### src/design/fct_ram.sv
`timescale 1ns / 1ps
// ----------------------------------------------------------------------------
// fct_ram
// Generic simple dual-port RAM, one write port, one registered read port.
// ----------------------------------------------------------------------------
module fct_ram #(
  parameter int WIDTH = 32,
  parameter int DEPTH = 8,
  parameter int AW    = (DEPTH > 1) ? $clog2(DEPTH) : 1
) (
  input  logic             clk,
  input  logic             we,
  input  logic [AW-1:0]    waddr,
  input  logic [WIDTH-1:0] wdata,
  input  logic [AW-1:0]    raddr,
  output logic [WIDTH-1:0] rdata
);

  logic [WIDTH-1:0] mem [DEPTH];

  always_ff @(posedge clk) begin
    if (we) begin
      mem[waddr] <= wdata;
    end
    rdata <= mem[raddr];
  end

endmodule
### config.mk
export PLATFORM = sky130hd
export DESIGN_NAME = fct_ram
export DESIGN_NICKNAME = d
export VERILOG_FILES = /design/src/design/fct_ram.sv
export SDC_FILE = /design/constraint.sdc
export NUM_CORES = 1
export LEC_CHECK = 0
export ABC_AREA = 0
export ABC_CLOCK_PERIOD_IN_PS = 10000
export BUFFER_PORTS_ARGS = -buffer_cell sky130_fd_sc_hd__buf_2
export CAP_MARGIN = 15
export CELL_PAD_IN_SITES_DETAIL_PLACEMENT = 0
export CELL_PAD_IN_SITES_GLOBAL_PLACEMENT = 1
export CORE_UTILIZATION = 57
export DETAILED_ROUTE_END_ITERATION = 8
export PLACE_DENSITY = 0.87
export SKIP_CTS_REPAIR_TIMING = 1
export SLEW_MARGIN = 20
export SYNTH_ARGS = -nofsm -noshare
export SYNTH_HDL_FRONTEND = slang
export SYNTH_SLANG_ARGS = --single-unit
### constraint.sdc
create_clock -name clk -period 10 [get_ports clk]
set_clock_uncertainty 0.2 [all_clocks]
set_input_delay 1 -clock clk [delete_from_list [all_inputs] [get_ports clk]]
set_output_delay 1 -clock clk [all_outputs]
set_load 0.005 [all_outputs]
==> results of run 1 <==
==> per-layer routing <==
| layer | global-route usage, % | vias to the layer above | part of all wire, % |
|---|---|---|---|
| met1 | 27.5 | 2280 | 42 |
| met2 | 33.1 | 131 | 50 |
| met4 | 5.13 | 2 | 1.9 |
| met5 | 0 | - | 0.073 |
| li1 | - | 1971 | - |
| met3 | 3.20 | 34 | 5.8 |
==> power groups by stage <==
stage / clock [W] / combinational, W / sequential [W]
2_1_floorplan: 0 / 0.0000687 / 0.00140
3_3_place_gp: 0 / 0.000116 / 0.00139
3_5_place_dp: 0 / 0.000121 / 0.00140
4_1_cts: 0.000975 / 0.000123 / 0.00137
5_1_grt: 0.00102 / 0.000130 / 0.00138
6_report: 0.000960 / 0.000120 / 0.00137
==> through the flow <==
stage | util, % | setup slack, ns | instance area (um^2)
6_report | 66.7 | 7.59 | 12000
5_1_grt | 66.7 | 7.52 | 12000
4_1_cts | 66.6 | 7.31 | 12000
3_5_place_dp | 62.0 | 6.80 | 11100
3_3_place_gp | 61.7 | 6.83 | 11100
2_1_floorplan | - | 5.95 | 10500
==> Yosys cell counts <==
library cell	count	area, um^2
mux4_2	24	541
nor3_1	2	10.0
mux4_1	40	1050
buf_1	4	15.0
buf_6	7	78.8
nand2_1	2	7.51
clkbuf_1	1	3.75
mux2_2	32	360
edfxtp_1	256	7690
dfxtp_1	32	641
nor2_1	6	22.5
nand2b_1	3	18.8
buf_2	6	30.0
==> final timing paths <==
kind	start	to
worst max-delay path	raddr[0]	rdata[17]
worst min-delay path	mem[2][27]	rdata[27]
worst max register to register	mem[4][17]	rdata[17]
worst min register to register	mem[2][27]	rdata[27]
==> cell type report <==
class,instances,area [um^2]
clock inverter,16,134
antenna,2,5.00
multi-input combinational,109,2070
timing repair buffer,80,462
sequential,288,8330
clock buffer,33,698
fill,1129,5980
tap,229,287
==> cells by family after synthesis <==
| kind of cell | share of synthesized area (%) |
|---|---|
| muxes | 18.6 |
| DFF | 79.6 |
| buffers and inverters | 1.22 |
| and+or+nand+nor | 0.562 |
==> registers in the layout (all words and copies together) (netlist names) <==
| register | count |
|---|---|
| mem | 256 |
| rdata | 32 |
==> critical path, cell delays in order <==
cell	delay (ns)
buf_6	0.57
mux4_1	0.71
mux2_2	0.29
==> flow_summary.toml, run 1 <==
[route]
avgRoutedWirePerCell_um = 23.4
via_per_inst = 5.84
drt_wl_total_um = 17700
firstDrtPassIters = 4
drc_errors = 0
vias = 4418
antenna_left = 0
drtIter0Drc = 240

[timing]
hold_viol = 0
rsz0062_at_grt = "false"
clock.fmax_ghz = 0.416
worst_pin_slew_ns = 0.956
setup_viol = 0
setup-tns-final_ns = 0
whs_ns = 0.470
slew_violations = 0
max_slew_margin_pct = 36.3
timing.final.crit_share_pct = 24.1
period_needed_ns = 2.41

[power]
combPwrFrac_pct = 4.9
ir_drop_mv = 0.163
switching_share_pct = 19.8
power.leakage_nw = 4.06
seqPwrFrac_pct = 55.9
p_clk_share_pct = 39.2
powerDensity_nw_per_um2 = 205
power_w = 0.00245
switchingPower_w = 0.000485
p_int_w = 0.00197

[worst_setup_path]
reg2reg_slack_ns = 8.42
worstPathArrival_ns = 2.62
worst_setup_path_end_kind = "flop"
cp-start-kind = "input pin"
crit_fanout = 64
reg2reg_depth = 2
cp.required_ns = 10.21
path_class = "input pin to flop"

[layout]
nets = 546
final_common_cell = "edfxtp_1"
mostFrequentLayoutCells = "edfxtp_1, buf_2, mux4_1"
drive_gt1_share_pct = 34.4
synthToLayoutAreaGrowth_pct = 14.5
finalNonFillerCells = 757

[run]
maxCapViolCount = 0

[clock_network]
insertion_delay_ns = 0.53
clkSlewWorstSetupHoldPaths_ns = 0.06
cts_tree = "yes"
htreeDepth = 1
cts-root-buf = "clkbuf_16"
numCtsBuffers = 27
cts_max_path_buffers = 3
cts.sinks = 288

[floorplanning]
row_count = 49
initial_core_util_pct = 58.3
coreArea_um2 = 18000
fp.dieW_um = 138
io_pins = 72
die_h_um = 138
die_area_um2 = 18900

[grt]
grt_usage_pct = 19.8
grt_overflow_total = 0
first_global_vias = 4735
antenna_found_initial = 2
grt_max_degree = 65
grt_pass1_wl_um = 26500

[placed_design]
port_buffers = 71
hpwlAfterDp_um = 9130
gp_congestion = 0.653
dpl.cell_count = 706

[hold_path]
hold_path.class = "flop to flop"
hold-path-cell-count = 2

[logic_synthesis]
syn-cell-area_um2 = 10500
syn-num-nets = 455
syn_avg_cell_area_um2 = 25.2
synth_cell_types = 13
yosysSeqAreaShare_pct = 79.6
yosysWarnings = 0
ys_seq_elements = 288
synthCells = 415

[outcome]
run_status = "finished clean"
(Power assumes the default switching activity.)
==> run 2: changes to the inputs <==
ABC_CLOCK_PERIOD_IN_PS = 2300   (was 10000)
CORE_UTILIZATION = 53   (was 57)
PLACE_DENSITY = 0.82   (was 0.87)
clock period = 2.3 ns   (was 10 ns; I/O delays follow)
==> flow_summary.toml, run 2 (same netlist as run 1, synthesis figures left out) <==
[clock_network]
numCtsBuffers = 28
cts_tree = "yes"
htreeDepth = 1
cts_max_path_buffers = 3
insertion_delay_ns = 0.53
cts-root-buf = "clkbuf_16"
cts.sinks = 288
clkSlewWorstSetupHoldPaths_ns = 0.06

[floorplanning]
die_area_um2 = 20300
io_pins = 72
fp.dieW_um = 143
row_count = 51
initial_core_util_pct = 54.0
die_h_um = 143
coreArea_um2 = 19400

[placed_design]
port_buffers = 71
gp_congestion = 0.668
hpwlAfterDp_um = 9830

[timing]
worst_pin_slew_ns = 0.411
rsz0062_at_grt = "false"
whs_ns = 0.0755
setup_viol = 0
setup-tns-final_ns = 0
period_needed_ns = 1.55
slew_violations = 0
max_slew_margin_pct = 72.6
clock.fmax_ghz = 0.647
hold_viol = 0
timing.final.crit_share_pct = 67.2

[grt]
grt_overflow_total = 0
grt_use_met1_pct = 24.4
grt_pass1_wl_um = 27600
gr-usage-met3_pct = 3.26
top_usage_layer = "met2"
first_global_vias = 4701
grt_usage_pct = 19.0
grt_max_degree = 65
antenna_found_initial = 0
met2_usage_pct = 33.0

[route]
drtIter0Drc = 249
drt_wl_total_um = 18500
antenna_left = 0
vias = 4670
drc_errors = 0
firstDrtPassIters = 6
via_per_inst = 5.57
avgRoutedWirePerCell_um = 22.0

[power]
ir_drop_mv = 0.940
power_w = 0.0115
powerDensity_nw_per_um2 = 904
power.leakage_nw = 4.37

[layout]
num-fill-cells = 1303
num_antenna_cells = 0
nets = 591
largest_reg_flops = 256
final_common_cell = "edfxtp_1"
drive_gt1_share_pct = 35.4
reg.largest.list = "mem: 256 flops, rdata: 32 flops"
synthToLayoutAreaGrowth_pct = 21.1
mostFrequentLayoutCells = "edfxtp_1, buf_2, mux4_1"
regMostFlops = "mem"

[worst_setup_path]
path_class = "flop to flop"
cp.required_ns = 2.52
crit_path_top_delay_cell = "mux4_1"
worstPathArrival_ns = 1.76
path_cells = "mux4_1 > mux2_2"
crit_fanout = 1
worst_setup_path_end_kind = "flop"
cp-start-kind = "flop"
critPathMaxStageDelay_ns = 0.55

[outcome]
run_status = "finished clean"

[run]
maxCapViolCount = 0

[hold_path]
hold_path.class = "input pin to flop"
run 2: cell types whose count changed in the layout (fill, tap and decap cells not counted), moves of 3 or more:
cell           delta
buf_12            +5
clkinv_1          -6
dlygate4sd3_1    +32
buf_4             +9
bufinv_16         +3
clkbuf_8          +7
run 2: path summary, 6_finish.rpt:
path | startpoint | end | slack [ns] | cells past startpoint
min reg2reg | mem[0][1] | rdata[1] | 0.47 | 2
max reg2reg | mem[6][5] | rdata[5] | 0.75 | 2
min | raddr[1] | rdata[1] | 0.08 | 3
max | mem[6][5] | rdata[5] | 0.75 | 2
run 2: power by group:
part / leakage, nW / total (W) / switching [W] / internal (W)
Clock: 0.500 / 0.00490 / 0.00182 / 0.00309
Combinational: 1.28 / 0.000595 / 0.000283 / 0.000312
Sequential: 2.60 / 0.00596 / 0.0000548 / 0.00591
run 2: area by class of cell:
| type | instances | area (um^2) | share of cell area [%] |
|---|---|---|---|
| Multi-Input combinational cell | 109 | 2080 | 16.4 |
| Clock inverter | 11 | 185 | 1.46 |
| Clock buffer | 41 | 841 | 6.63 |
| Sequential cell | 288 | 8330 | 65.7 |
| Tap cell | 265 | 332 | 2.62 |
| Timing Repair Buffer | 124 | 911 | 7.19 |
run 2: metrics by stage:
step,instances,cell area [um^2],worst slack [ns],util [%]
6_report,838,12700,0.754,65.3
4_1_cts,806,12400,0.736,63.7
3_5_place_dp,754,11300,0.339,58.4
5_1_grt,838,12700,0.732,65.3
3_3_place_gp,754,11300,0.392,58.4
2_1_floorplan,415,10500,-0.120,-
run 2: critical path, delay by kind of cell, from the launching register on:
family,cells,cell delay (ns)
flops,1,0.40
mux,2,0.84
run 2: per-layer routing:
| metal | share of wire, % | routed length (um) | vias up |
|---|---|---|---|
| li1 | - | - | 2051 |
| met1 | 42 | 7760 | 2466 |
| met2 | 51 | 9420 | 113 |
| met3 | 4.6 | 856 | 40 |
| met4 | 2.3 | 425 | 0 |
| met5 | 0 | 0 | - |
==> run 3: changes to the inputs <==
ABC_CLOCK_PERIOD_IN_PS = 1480   (was 2300)
clock period = 1.48 ns   (was 2.3 ns; I/O delays follow)
==> flow_summary.toml, run 3 (same netlist as run 1, synthesis figures left out) <==
[layout]
num_antenna_cells = 0
drive_gt1_share_pct = 41.8
fin_area_um2 = 12700
largest_reg_flops = 256
utilization_pct = 65.6
synthToLayoutAreaGrowth_pct = 21.6
mostFrequentLayoutCells = "edfxtp_1, buf_2, mux4_2"
nets = 604
regMostFlops = "mem"
final_common_cell = "edfxtp_1"
reg.largest.list = "mem: 256 flops, rdata: 32 flops"

[worst_setup_path]
path_cells = "mux4_2 > mux2_2"
critPathMaxStageDelay_ns = 0.48
endpoint = "rdata[4]"
path_class = "flop to flop"
worst_setup_path_end_kind = "flop"
r2r-start = "mem[4][4]"
crit_fanout = 1
cp-start-kind = "flop"
crit_path_top_delay_cell = "mux4_2"
crit_path_start = "mem[4][4]"
reg2reg_to = "rdata[4]"
cp.required_ns = 1.69
reg2reg_slack_ns = 0.02
worstPathArrival_ns = 1.68
reg2reg_depth = 2

[clock_network]
cts-root-buf = "clkbuf_16"
cts_tree = "yes"
cts.sinks = 288
clkSlewWorstSetupHoldPaths_ns = 0.06
insertion_delay_ns = 0.53
numCtsBuffers = 29
cts_max_path_buffers = 3
htreeDepth = 1

[placed_design]
port_buffers = 71
hpwlAfterDp_um = 10600
gp_congestion = 0.691
dpl_cell_area_um2 = 11500

[route]
avgRoutedWirePerCell_um = 21.4
firstDrtPassIters = 4
drc_errors = 0
vias = 4537
via_per_inst = 5.33
drt_wl_total_um = 18200
drtIter0Drc = 279
antenna_left = 0

[floorplanning]
coreArea_um2 = 19400
fp.dieW_um = 143
initial_core_util_pct = 54.0
io_pins = 72
die_area_um2 = 20300
die_h_um = 143
row_count = 51

[power]
powerDensity_nw_per_um2 = 1340
ir_drop_mv = 1.13
power.leakage_nw = 4.28

[timing]
max_slew_margin_pct = 81.7
clock.fmax_ghz = 0.683
setup-tns-final_ns = 0
period_needed_ns = 1.46
setup_viol = 0
hold_viol = 0
worst_pin_slew_ns = 0.274
slew_violations = 0
rsz0062_at_grt = "true"
timing.final.crit_share_pct = 99.0

[grt]
grt_usage_pct = 18.9
grt_overflow_total = 0
grt_pass1_wl_um = 27600
grt_max_degree = 41
first_global_vias = 4802
antenna_found_initial = 0

[outcome]
run_status = "finished clean"

[hold_path]
hold_path.class = "input pin to flop"

[run]
maxCapViolCount = 0
-- run 3: changes by cell type in the layout (fill, tap and decap cells not counted), sizes merged --
cell,previous run,this run
inv,0,1
clkinvlp,2,0
bufinv,5,1
clkbuf,41,45
buf,92,102
clkinv,4,6
dlygate4sd3,32,34
-- run 3: critical path: cells and delay by family, from the launching register on --
family  cells  cell delay, ns
muxes       2            0.77
DFF         1            0.38
-- run 3: where the power goes --
group / leakage [nW] / internal, W / switching, W / total, W
Sequential: 2.60 / 0.00918 / 0.0000866 / 0.00927
Clock: 0.443 / 0.00404 / 0.00279 / 0.00683
Combinational: 1.24 / 0.000551 / 0.000454 / 0.00100
Total: 4.28 / 0.0138 / 0.00333 / 0.0171
-- run 3: layout make-up --
cell class	instances	area (um^2)
Sequential cell	288	8330
Fill cell	1249	6670
Multi-Input combinational cell	109	1960
Timing Repair Buffer	136	1210
Clock buffer	45	836
Tap cell	265	332
Clock inverter	8	67.6
-- run 3: metrics by stage --
step,hold WS [ns],cells,total power [W],worst slack (ns)
3_3_place_gp,0.203,764,0.0103,-0.180
2_1_floorplan,0.0469,415,0.00995,-0.295
4_1_cts,-0.336,817,0.0172,-0.00340
6_report,0.0135,851,0.0171,0.0155
3_5_place_dp,0.219,764,0.0104,-0.204
5_1_grt,0.0129,851,0.0176,-0.0113
-- run 3: metal layers --
| layer | vias to the layer above | global-route usage (%) | share of wire (%) |
|---|---|---|---|
| met2 | 132 | 33.2 | 53 |
| met5 | - | 0 | 0 |
| met4 | 0 | 4.30 | 1.9 |
| li1 | 2049 | - | - |
| met3 | 33 | 3.33 | 5.6 |
| met1 | 2323 | 24.9 | 40 |
-- run 3: worst min path at each step --
stage | slack, ns | depth (start not counted) | startpoint | to
finish | 0.01 | 3 | waddr[0] | mem[0][29]
global route | 0.01 | 3 | waddr[0] | mem[4][1]
CTS | -0.34 | 1 | wdata[0] | mem[6][0]
detailed placement | 0.22 | 1 | wdata[0] | mem[2][0]
global placement | 0.20 | 1 | wdata[0] | mem[4][0]
floorplan | 0.05 | 0 | wdata[0] | mem[0][0]
